===== config.mk =====
export PLATFORM = sky130hd
export DESIGN_NAME = slc_ctrl
export DESIGN_NICKNAME = d
export VERILOG_FILES = /design/src/rtl/slc_pkg.sv /design/src/rtl/slc_ctrl.sv
export SDC_FILE = /design/constraint.sdc
export NUM_CORES = 1
export LEC_CHECK = 0
export BUFFER_PORTS_ARGS = -buffer_cell sky130_fd_sc_hd__buf_2
export CAP_MARGIN = 15
export CORE_MARGIN = 2
export CORE_UTILIZATION = 45
export CTS_BUF_LIST = sky130_fd_sc_hd__clkbuf_4
export CTS_CLUSTER_SIZE = 8
export DETAILED_ROUTE_END_ITERATION = 8
export PLACE_DENSITY = 0.71
export SLEW_MARGIN = 40
export SYNTH_ARGS = -nofsm -noshare
export SYNTH_HDL_FRONTEND = slang
export SYNTH_SLANG_ARGS = --single-unit

===== constraint.sdc =====
create_clock -name clk -period 3.4 [get_ports clk]
set_input_delay 0.34 -clock clk [delete_from_list [all_inputs] [get_ports clk]]
set_output_delay 0.34 -clock clk [all_outputs]
set_load 0.01 [all_outputs]

===== src/rtl/slc_pkg.sv =====
// ----------------------------------------------------------------------------
// slc_pkg
// Shared types and constants for the sight line occlusion clip block.
// ----------------------------------------------------------------------------
package slc_pkg;

  localparam int COORD_W   = 16;
  localparam int DIFF_W    = 17;
  localparam int PROD_W    = 34;
  localparam int SUM_W     = 35;
  localparam int DEN_W     = 36;
  localparam int HGT_W     = 32;
  localparam int CFG_IDX_W = 3;
  localparam int CFG_DATA_W = 32;
  localparam int SLOPE_NUM_W = 39;
  localparam int SLOPE_SHIFT = 6;

  typedef enum logic [CFG_IDX_W-1:0] {
    REG_START_X   = 3'd0,
    REG_START_Y   = 3'd1,
    REG_END_X     = 3'd2,
    REG_END_Y     = 3'd3,
    REG_EYE       = 3'd4,
    REG_TOP_START = 3'd5,
    REG_BOT_START = 3'd6
  } cfg_reg_t;

  typedef enum logic [1:0] {
    RES_NONE  = 2'd0,
    RES_PASS  = 2'd1,
    RES_BLOCK = 2'd2
  } wall_res_t;

  typedef enum logic [3:0] {
    CMD_NONE,
    CMD_LOAD,
    CMD_MUL_B,
    CMD_MUL_A,
    CMD_MUL_S1,
    CMD_MUL_S2,
    CMD_SUM,
    CMD_DIV_FRAC,
    CMD_FRAC,
    CMD_DIV_BOT,
    CMD_UPD_BOT,
    CMD_DIV_TOP,
    CMD_UPD_TOP,
    CMD_BEGIN,
    CMD_RESULT
  } dp_op_t;

  typedef struct packed {
    dp_op_t    op;
    wall_res_t code;
  } dp_cmd_t;

  typedef struct packed {
    logic sides_differ;
    logic div_zero;
    logic frac_ok;
    logic two_sided;
    logic flat;
    logic closed;
    logic floor_diff;
    logic ceil_diff;
    logic slopes_meet;
    logic div_done;
  } dp_status_t;

endpackage


===== src/rtl/slc_ctrl.sv =====
// ----------------------------------------------------------------------------
// slc_ctrl
// Sequencer: steps one item through the datapath and owns both handshakes.
// ----------------------------------------------------------------------------
module slc_ctrl (
  input  logic                clk,
  input  logic                rst_n,
  input  logic                in_valid,
  output logic                in_ready,
  input  logic                in_op,
  output logic                out_valid,
  input  logic                out_ready,
  output slc_pkg::dp_cmd_t    cmd,
  input  slc_pkg::dp_status_t status
);
  import slc_pkg::*;

  typedef enum logic [3:0] {
    S_IDLE, S_MB, S_MA, S_MS1, S_MS2, S_SUM, S_DFRAC, S_WFRAC,
    S_CHK, S_DBOT, S_WBOT, S_DTOP, S_WTOP, S_FIN, S_RESP
  } state_t;

  state_t    state_r, state_nxt;
  wall_res_t code_r, code_nxt;
  logic      begin_r, begin_nxt;
  logic      out_valid_r, out_valid_nxt;
  logic      resp_fire;

  assign resp_fire = (state_r == S_RESP) && (!out_valid_r || out_ready);

  always_comb begin
    state_nxt     = state_r;
    code_nxt      = code_r;
    begin_nxt     = begin_r;
    out_valid_nxt = out_valid_r && !out_ready;
    cmd.op        = CMD_NONE;
    cmd.code      = code_r;
    case (state_r)
      S_IDLE: if (in_valid) begin
        cmd.op    = CMD_LOAD;
        begin_nxt = !in_op;
        code_nxt  = RES_NONE;
        state_nxt = in_op ? S_MB : S_RESP;
      end
      S_MB:  begin cmd.op = CMD_MUL_B;  state_nxt = S_MA;  end
      S_MA:  begin cmd.op = CMD_MUL_A;  state_nxt = S_MS1; end
      S_MS1: begin cmd.op = CMD_MUL_S1; state_nxt = S_MS2; end
      S_MS2: begin cmd.op = CMD_MUL_S2; state_nxt = S_SUM; end
      S_SUM: begin
        cmd.op    = CMD_SUM;
        state_nxt = status.sides_differ ? S_DFRAC : S_RESP;
      end
      S_DFRAC: begin
        if (status.div_zero) begin
          state_nxt = S_RESP;
        end else begin
          cmd.op    = CMD_DIV_FRAC;
          state_nxt = S_WFRAC;
        end
      end
      S_WFRAC: if (status.div_done) begin
        cmd.op    = CMD_FRAC;
        state_nxt = S_CHK;
      end
      S_CHK: begin
        if (!status.frac_ok) begin
          state_nxt = S_RESP;
        end else if (!status.two_sided || (!status.flat && status.closed)) begin
          code_nxt  = RES_BLOCK;
          state_nxt = S_RESP;
        end else if (status.flat) begin
          code_nxt  = RES_PASS;
          state_nxt = S_RESP;
        end else if (status.floor_diff) begin
          state_nxt = S_DBOT;
        end else begin
          state_nxt = S_DTOP;
        end
      end
      S_DBOT: begin cmd.op = CMD_DIV_BOT; state_nxt = S_WBOT; end
      S_WBOT: if (status.div_done) begin
        cmd.op    = CMD_UPD_BOT;
        state_nxt = status.ceil_diff ? S_DTOP : S_FIN;
      end
      S_DTOP: begin cmd.op = CMD_DIV_TOP; state_nxt = S_WTOP; end
      S_WTOP: if (status.div_done) begin
        cmd.op    = CMD_UPD_TOP;
        state_nxt = S_FIN;
      end
      S_FIN: begin
        code_nxt  = status.slopes_meet ? RES_BLOCK : RES_PASS;
        state_nxt = S_RESP;
      end
      S_RESP: if (resp_fire) begin
        cmd.op        = begin_r ? CMD_BEGIN : CMD_RESULT;
        out_valid_nxt = 1'b1;
        state_nxt     = S_IDLE;
      end
      default: state_nxt = S_IDLE;
    endcase
  end

  always_ff @(posedge clk) begin
    if (!rst_n) begin
      state_r     <= S_IDLE;
      code_r      <= RES_NONE;
      begin_r     <= 1'b0;
      out_valid_r <= 1'b0;
    end else begin
      state_r     <= state_nxt;
      code_r      <= code_nxt;
      begin_r     <= begin_nxt;
      out_valid_r <= out_valid_nxt;
    end
  end

  assign in_ready  = state_r == S_IDLE;
  assign out_valid = out_valid_r;

  a_accept_leaves_idle: assert property (@(posedge clk) disable iff (!rst_n)
    (in_valid && in_ready) |=> (state_r != S_IDLE))
    else $error("accepted beat did not start a sequence");
  a_resp_sets_valid: assert property (@(posedge clk) disable iff (!rst_n)
    resp_fire |=> out_valid_r)
    else $error("result issued without out_valid");
  a_div_wait_advance: assert property (@(posedge clk) disable iff (!rst_n)
    (state_r == S_WFRAC && status.div_done) |=> (state_r == S_CHK))
    else $error("fraction ready but sequencer stalled");
  a_begin_short: assert property (@(posedge clk) disable iff (!rst_n)
    (in_valid && in_ready && !in_op) |=> (state_r == S_RESP))
    else $error("begin beat did not go straight to response");

endmodule


==> flow_summary.json, run 1 <==
{
  "synthCells": 107,
  "clk_path_buf_depth": 2,
  "multi_input_area_sq_um": 579,
  "syn_area_per_cell_sq_um": 7.50,
  "period_needed_ps": 2400,
  "cts_made_buffers": 3,
  "synth-seq-cells": 8,
  "critPathMaxFanout": 26,
  "drt_first_pass_iters": 4,
  "worstPathCellList": "nand4b_1 > nor2b_1 > inv_1 > o211ai_1 > buf_2",
  "final_layout_size_suffix_gt1_frac": 0.274,
  "grt_pass1_vias": 736,
  "use_met1": 0.310,
  "clock.fmax_ghz": 0.417,
  "ys_seq_area_frac": 0.200,
  "dieArea_sq_um": 2140,
  "p_leak_uw": 0.000359,
  "reg2reg_from": "state_r[3]$_SDFFE_PN0P_",
  "root_buffer": "clkbuf_4",
  "io_buffers": 22,
  "power.switching_fraction": 0.496,
  "path_buf_inv": 2,
  "drv_slew": 0,
  "slowest_delay_ps": 820,
  "syn-num-nets": 122,
  "syn_area_sq_um": 802,
  "grt_use_total": 0.213,
  "finalClockSkew_ps": 3.13,
  "stdcell_area_sq_um": 926,
  "core_sq_um": 1710,
  "hold_viol": 0,
  "grtUsageMet2": 0.322,
  "grt_overflow": 0,
  "required_ps": 3060,
  "fin_setup_tns_ps": 0,
  "min_from": "in_op",
  "crit_path_end_kind": "output pin",
  "postCtsSetupBuffers": 0,
  "nets": 141,
  "outcome": "complete, no violations",
  "fill_cells": 170,
  "fin_crit_sh": 0.706,
  "rows": 15,
  "critPathLaunchType": "register",
  "initial_core_util": 0.470,
  "dpl_cell_area_sq_um": 903,
  "yosysWarnings": 0,
  "combPwrFrac": 0.556,
  "tightest_slew_ps": 779,
  "grt_antenna_before_repair": 0,
  "path_class": "register to output pin",
  "drc_errors": 0,
  "hold_end": "begin_r$_SDFFE_PN0P_",
  "worstHoldPathType": "input pin to register",
  "seqPwrFrac": 0.341,
  "fp.dieH_um": 46.2,
  "ys_types": 36,
  "cts.repair.resized": 0,
  "clkSlewWorstSetupHoldPaths_ps": 60,
  "cts_sinks": 8,
  "synthTopCellsByArea": "dfxtp_1 (20%), a21oi_1 (6.9%), o211ai_1 (5.6%), nor2b_1 (5.5%), buf_2 (5.0%)",
  "grt_max_degree": 27,
  "boundaryPins": 23,
  "cellPowerDensity_nw_per_um2": 789,
  "hold_buffers": 0,
  "arrival_ps": 2060,
  "cts.htree.levels": 1,
  "cp_slowest_cell": "dfxtp_1",
  "p_int_uw": 368,
  "crit_family": "flip-flops",
  "viasPerCell": 5.79,
  "clkPwrFrac": 0.103,
  "area_growth_syn_to_layout_pct": 15.4,
  "r2r-end": "state_r[3]$_SDFFE_PN0P_",
  "synth_top_area_cell": "dfxtp_1",
  "grt_pass1_wl_mm": 3.33,
  "p_sw_uw": 362,
  "ant_nets": 0,
  "yosysTopAreaCellShare": 0.200,
  "utilization": 0.542,
  "setup_viol_count_final": 0,
  "max_cap_violations": 0,
  "rsz0062_at_grt": "no",
  "seqCellArea_sq_um": 160,
  "dp_hpwl_mm": 1.42,
  "met3_usage": 0.0118,
  "gr-max-usage-layer": "met2",
  "routed_wl_mm": 2.00,
  "num_antenna_cells": 0,
  "routabilityCongestion": 0.776,
  "chipWidth_um": 46.2,
  "instances_no_fill": 149,
  "hold_depth": 2,
  "wl_per_cell_um": 13.4,
  "cts_tree": "done",
  "post-place-cells": 146,
  "reg2reg_setup_slack_ps": 1470,
  "rr_worst_depth": 4,
  "insertion_delay_ps": 260,
  "vias": 863,
  "max-vdd-ir-drop_mv": 0.354,
  "first_iter_violations": 18,
  "relSlewSlack": 0.480
}
==> final cells by class <==
| class | count | area share |
|---|---|---|
| sequential | 8 | 0.173 |
| timing repair buffer | 22 | 0.119 |
| multi-input combinational | 85 | 0.626 |
| clock buffer | 3 | 0.0243 |
| tap | 25 | 0.0338 |
| inverter | 6 | 0.0243 |
==> synth_stat cells <==
cell type,instances
a31oi_1,1
mux2i_1,2
o221a_1,1
nand2_1,9
and2_4,1
a311o_1,1
nand4b_1,3
o2111ai_1,1
a21boi_0,1
o21ai_0,7
a21oi_1,11
nor3_1,4
nor4_2,1
buf_2,8
o22ai_1,1
o311a_1,1
inv_1,6
a311oi_2,1
nand3_1,1
a32oi_1,1
o211ai_1,6
a2bb2oi_2,1
o31ai_4,1
nor2_1,8
nand2b_1,2
a211oi_2,2
and4b_1,1
o21a_1,1
o31ai_1,1
dfxtp_1,8
nor2b_1,7
a311oi_1,1
and4bb_2,2
and3_1,2
nor3b_1,1
nand3b_1,1
==> cells by family after synthesis <==
| family | Yosys count | share of synthesized area |
|---|---|---|
| simple gates | 43 | 0.318 |
| compound gates | 40 | 0.379 |
| buf+inv | 14 | 0.0780 |
| flops | 8 | 0.200 |
| mux | 2 | 0.0250 |
==> sequential cells by signal, summed over array words and instances (netlist names) <==
name       cells
code_r         2
begin_r        1
out_valid      1
state_r        4
==> through the flow <==
stage | setup WS (ps) | total power, uW | hold slack [ps]
3_3_place_gp | 1400 | 641 | 442
3_5_place_dp | 1320 | 648 | 452
6_report | 1000 | 730 | 315
5_1_grt | 865 | 797 | 325
2_1_floorplan | 1860 | 556 | 450
4_1_cts | 1040 | 726 | 308
==> worst max path at each step <==
stage                                       start      to  cells past startpoint
after detailed placement  state_r[2]$_SDFFE_PN0P_  cmd[3]                      5
after floorplan           state_r[1]$_SDFFE_PN0P_  cmd[2]                      6
after CTS                 state_r[2]$_SDFFE_PN0P_  cmd[3]                      5
after global placement    state_r[2]$_SDFFE_PN0P_  cmd[3]                      5
after global routing      state_r[3]$_SDFFE_PN0P_  cmd[3]                      5
final                     state_r[3]$_SDFFE_PN0P_  cmd[3]                      5
==> power by group through the flow <==
stage	Clock [uW]	Sequential [uW]	Combinational (uW)
after CTS	76.3	245	405
final	75.5	249	406
after detailed placement	0	246	401
after global routing	79.0	260	458
after global placement	0	243	398
after floorplan	0	151	405
==> per-layer routing <==
layer  wire, um  vias to the layer above  part of all wire
met4         27                        0             0.014
met1        975                      397              0.49
met5          0                        -                 0
met2        890                       28              0.45
li1           -                      435                 -
met3        103                        3             0.052
==> placed cells by master (no fill, tap or decap), types with 2 or more instances in the layout <==
master / instances
buf_2: 22
a21oi_1: 11
nand2_1: 9
nor2_1: 8
dfxtp_1: 8
o21ai_0: 7
nor2b_1: 7
inv_1: 6
o211ai_1: 6
nor3_1: 4
nand4b_1: 3
clkbuf_4: 3
and4bb_2: 2
nand2b_1: 2
and3_1: 2
mux2i_1: 2
a211oi_2: 2
(Power assumes the default switching activity.)
==> run 2, diff against run 1 <==
clock period = 2.4 ns   (was 3.4 ns; I/O delays follow)
==> flow_summary.json, run 2 (same netlist as run 1, synthesis figures left out) <==
{
  "gr-max-usage-layer": "met1",
  "first_iter_violations": 34,
  "clk_path_buf_depth": 2,
  "clkSlewWorstSetupHoldPaths_ps": 50,
  "largest_register_ff_count": 4,
  "rows": 15,
  "required_ps": 2160,
  "arrival_ps": 1730,
  "viasPerCell": 5.73,
  "core_sq_um": 1710,
  "drv_slew": 0,
  "final_layout_size_suffix_gt1_frac": 0.299,
  "routabilityCongestion": 0.851,
  "p_leak_uw": 0.000375,
  "routed_wl_mm": 1.96,
  "reg2reg_from": "state_r[0]$_SDFFE_PN0P_",
  "area_growth_syn_to_layout_pct": 18.4,
  "grtUsageMet2": 0.272,
  "grt_pass1_wl_mm": 3.06,
  "final_common_cell": "buf_2",
  "num_antenna_cells": 0,
  "cellPowerDensity_nw_per_um2": 1130,
  "relSlewSlack": 0.723,
  "clock.fmax_ghz": 0.507,
  "grt_antenna_before_repair": 0,
  "crit_path_end_kind": "output pin",
  "grt_use_total": 0.194,
  "cts_made_buffers": 3,
  "cts.htree.levels": 1,
  "path_class": "register to output pin",
  "hold_viol": 0,
  "vias": 871,
  "fin_crit_sh": 0.821,
  "fin_setup_tns_ps": 0,
  "postLayoutSetupSlackWorst_ps": 429,
  "grt_overflow": 0,
  "max_cap_violations": 0,
  "drt_first_pass_iters": 4,
  "final_cell_mix": "buf_2 (22), a21oi_1 (11), nand2_1 (9)",
  "grt_max_degree": 27,
  "dp_hpwl_mm": 1.47,
  "rsz0062_at_grt": "no",
  "period_needed_ps": 1970,
  "use_met1": 0.312,
  "regMostFlops": "state_r",
  "hold_depth": 2,
  "fp.dieH_um": 46.2,
  "io_buffers": 22,
  "top_regs": "state_r x4, code_r x2",
  "slowest_delay_ps": 580,
  "path_buf_inv": 2,
  "worstHoldPathType": "input pin to register",
  "max-vdd-ir-drop_mv": 0.532,
  "dpl_cell_area_sq_um": 926,
  "cp_slowest_cell": "dfxtp_2",
  "p_total_uw": 1070,
  "hold_end": "begin_r$_SDFFE_PN0P_",
  "setup_viol_count_final": 0,
  "cts_tree": "done",
  "crit_family": "flip-flops",
  "root_buffer": "clkbuf_4",
  "insertion_delay_ps": 250,
  "place_worst_setup_slack_ps": 439,
  "critPathLaunchType": "register",
  "critPathMaxFanout": 26,
  "worstPathCellList": "nand4b_1 > nor2b_1 > inv_1 > o211ai_1 > buf_2",
  "r2r-end": "state_r[3]$_SDFFE_PN0P_",
  "dieArea_sq_um": 2140,
  "outcome": "complete, no violations",
  "wl_per_cell_um": 12.9,
  "stdcell_area_sq_um": 950,
  "cts_sinks": 8,
  "boundaryPins": 23,
  "ant_nets": 0,
  "drc_errors": 0,
  "chipWidth_um": 46.2,
  "postCtsSetupBuffers": 0,
  "finalClockSkew_ps": 0.979,
  "initial_core_util": 0.470,
  "met3_usage": 0.0118,
  "rr_worst_depth": 5,
  "min_from": "in_op",
  "nets": 144,
  "grt_pass1_vias": 670,
  "reg2reg_setup_slack_ps": 700,
  "tightest_slew_ps": 415
}
[run 2: layout make-up]
| type | count | area [sq um] |
|---|---|---|
| Clock buffer | 3 | 22.5 |
| Sequential cell | 8 | 161 |
| Fill cell | 168 | 758 |
| Tap cell | 25 | 31.3 |
| Inverter | 6 | 22.5 |
| Timing Repair Buffer | 25 | 133 |
| Multi-Input combinational cell | 85 | 579 |
[run 2: metal layers]
layer | wire [um] | up-vias | part of all wire
met1 | 990 | 401 | 0.50
met4 | 16 | 0 | 0.0082
li1 | - | 443 | -
met5 | 0 | - | 0
met3 | 69 | 2 | 0.035
met2 | 886 | 25 | 0.45
[run 2: worst max path at each step]
| stage | start | endpoint | slack, ps | cells after the start |
|---|---|---|---|---|
| finish | state_r[3]$_SDFFE_PN0P_ | cmd[3] | 430 | 5 |
| detailed placement | state_r[3]$_SDFFE_PN0P_ | cmd[3] | 440 | 5 |
| CTS | state_r[3]$_SDFFE_PN0P_ | cmd[3] | 150 | 5 |
| global placement | state_r[3]$_SDFFE_PN0P_ | cmd[3] | 520 | 5 |
| floorplan | state_r[2]$_SDFFE_PN0P_ | state_r[3]$_SDFFE_PN0P_ | 940 | 4 |
| global route | state_r[3]$_SDFFE_PN0P_ | cmd[3] | 260 | 5 |
[run 2: power breakdown]
part           internal [uW]  leakage, uW  total, uW  switching, uW
Clock                   57.4    0.0000138        105           47.5
Combinational            317     0.000295        684            367
Sequential               174    0.0000660        279            105
Total                    548     0.000375       1070            520
[run 2: stage by stage]
step	instances	util	hold WS [ps]
floorplan	107	-	350
detailed placement	149	0.542	454
global route	152	0.556	234
CTS	152	0.555	212
global placement	149	0.542	442
finish	152	0.556	216
[run 2: what timing repair did]
| item | 4_1_cts | 5_1_grt |
|---|---|---|
| hold buffers | 0 | 0 |
| gates resized for setup | 0 | 1 |
| setup endpoints to repair | 0 | 1 |
==> run 3, diff against run 2 <==
PLACE_DENSITY = 0.73   (was 0.71)
clock period = 1.67 ns   (was 2.4 ns; I/O delays follow)
==> flow_summary.json, run 3 (same netlist as run 1, synthesis figures left out) <==
{
  "dp_hpwl_mm": 1.71,
  "first_iter_violations": 37,
  "regMostFlops": "state_r",
  "finalClockSkew_ps": 11.8,
  "cts_sinks": 8,
  "rows": 15,
  "p_total_uw": 1720,
  "p_sw_uw": 798,
  "rsz0062_at_grt": "yes",
  "crit_path_end_kind": "output pin",
  "postLayoutSetupSlackWorst_ps": 76.9,
  "core_sq_um": 1710,
  "clk_path_buf_depth": 2,
  "clock.fmax_ghz": 0.628,
  "tightest_slew_ps": 344,
  "clkPwrFrac": 0.093,
  "seqPwrFrac": 0.217,
  "outcome": "complete, no violations",
  "grt_pass1_vias": 814,
  "insertion_delay_ps": 270,
  "grt_max_degree": 14,
  "vias": 941,
  "boundaryPins": 23,
  "critPathMaxFanout": 8,
  "cts.htree.levels": 1,
  "worstHoldPathType": "input pin to register",
  "path_class": "register to output pin",
  "fin_crit_sh": 0.954,
  "grt_pass1_wl_mm": 3.58,
  "root_buffer": "clkbuf_4",
  "final_cell_mix": "buf_2 (22), a21oi_1 (11), nand2_1 (9), buf_4 (9), nor2_1 (8)",
  "period_needed_ps": 1590,
  "initial_core_util": 0.470,
  "power.switching_fraction": 0.464,
  "io_buffers": 22,
  "slowest_delay_ps": 370,
  "max-vdd-ir-drop_mv": 1.10,
  "p_int_uw": 922,
  "cts_made_buffers": 3,
  "drt_first_pass_iters": 4,
  "ant_nets": 0,
  "chipWidth_um": 46.2,
  "dieArea_sq_um": 2140,
  "viasPerCell": 5.88,
  "final_common_cell": "buf_2",
  "worstPathCellList": "nand4b_1 > nor2b_2 > inv_1 > o211ai_1 > buf_2",
  "required_ps": 1500,
  "wl_per_cell_um": 13.6,
  "combPwrFrac": 0.690,
  "drv_slew": 0,
  "relSlewSlack": 0.769,
  "reg2reg_setup_slack_ps": 180,
  "num_antenna_cells": 0,
  "clkSlewWorstSetupHoldPaths_ps": 50,
  "grt_overflow": 0,
  "critPathLaunchType": "register",
  "max_cap_violations": 0,
  "nets": 152,
  "place_worst_setup_slack_ps": 137,
  "largest_register_ff_count": 4,
  "setup_viol_count_final": 0,
  "final_layout_size_suffix_gt1_frac": 0.378,
  "hold_viol": 0,
  "fp.dieH_um": 46.2,
  "routed_wl_mm": 2.17,
  "grt_antenna_before_repair": 0,
  "top_regs": "state_r x4, code_r x2",
  "drc_errors": 0,
  "routabilityCongestion": 0.889,
  "grt_use_total": 0.233,
  "cp_slowest_cell": "dfxtp_4",
  "cellPowerDensity_nw_per_um2": 1670,
  "arrival_ps": 1430,
  "cts_tree": "done",
  "area_growth_syn_to_layout_pct": 28.7,
  "p_leak_uw": 0.000420,
  "hold_buffers": 0
}
-- run 3: cell count changes in the layout (fill, tap and decap cells not counted), sizes merged --
cell,before,now
buf,25,33
-- run 3: stage by stage --
stage	utilization	hold slack, ps	instance area (sq um)	cells	setup TNS (ps)
after floorplan	-	277	802	107	0
after global placement	0.573	398	978	156	0
after detailed placement	0.573	412	978	156	0
after CTS	0.590	139	1010	159	0
after global routing	0.604	136	1030	160	-24.3
final	0.604	141	1030	160	0
-- run 3: per-layer routing --
| layer | GRT usage | wire length, um |
|---|---|---|
| met5 | 0 | 0 |
| met1 | 0.298 | 964 |
| met3 | 0.0392 | 128 |
| met4 | 0.0686 | 11 |
| met2 | 0.394 | 1070 |
-- run 3: worst paths after layout --
| check | startpoint | to | cells after the start |
|---|---|---|---|
| worst max-delay path | state_r[0]$_SDFFE_PN0P_ | cmd[3] | 5 |
| worst min-delay path | in_op | begin_r$_SDFFE_PN0P_ | 2 |
| worst max register to register | state_r[1]$_SDFFE_PN0P_ | state_r[3]$_SDFFE_PN0P_ | 5 |
| worst min register to register | code_r[0]$_SDFFE_PN0P_ | code_r[0]$_SDFFE_PN0P_ | 2 |
-- run 3: critical path: cells and delay by family (launching register included) --
family / cells / cell delay, ps
compound gates: 1 / 140
buf+inv: 2 / 220
flops: 1 / 370
simple gates: 2 / 430
-- run 3: what timing repair did --
item                                    in CTS  in global routing
buffers inserted                             0                  1
resized for setup                            4                  7
endpoints found under the setup margin       4                  4
-- run 3: area by class of cell --
type	count	area [sq um]
Sequential cell	8	173
Fill cell	153	676
Inverter	6	22.5
Multi-Input combinational cell	85	583
Tap cell	25	31.3
Clock buffer	3	22.5
Timing Repair Buffer	33	200
-- run 3: power by group through the flow --
| stage | Clock (uW) | Combinational (uW) | Sequential (uW) |
|---|---|---|---|
| final | 161 | 1190 | 373 |
| after detailed placement | 0 | 1160 | 349 |
| after global placement | 0 | 1130 | 344 |
| after global routing | 171 | 1300 | 383 |
| after floorplan | 0 | 825 | 307 |
| after CTS | 160 | 1160 | 352 |
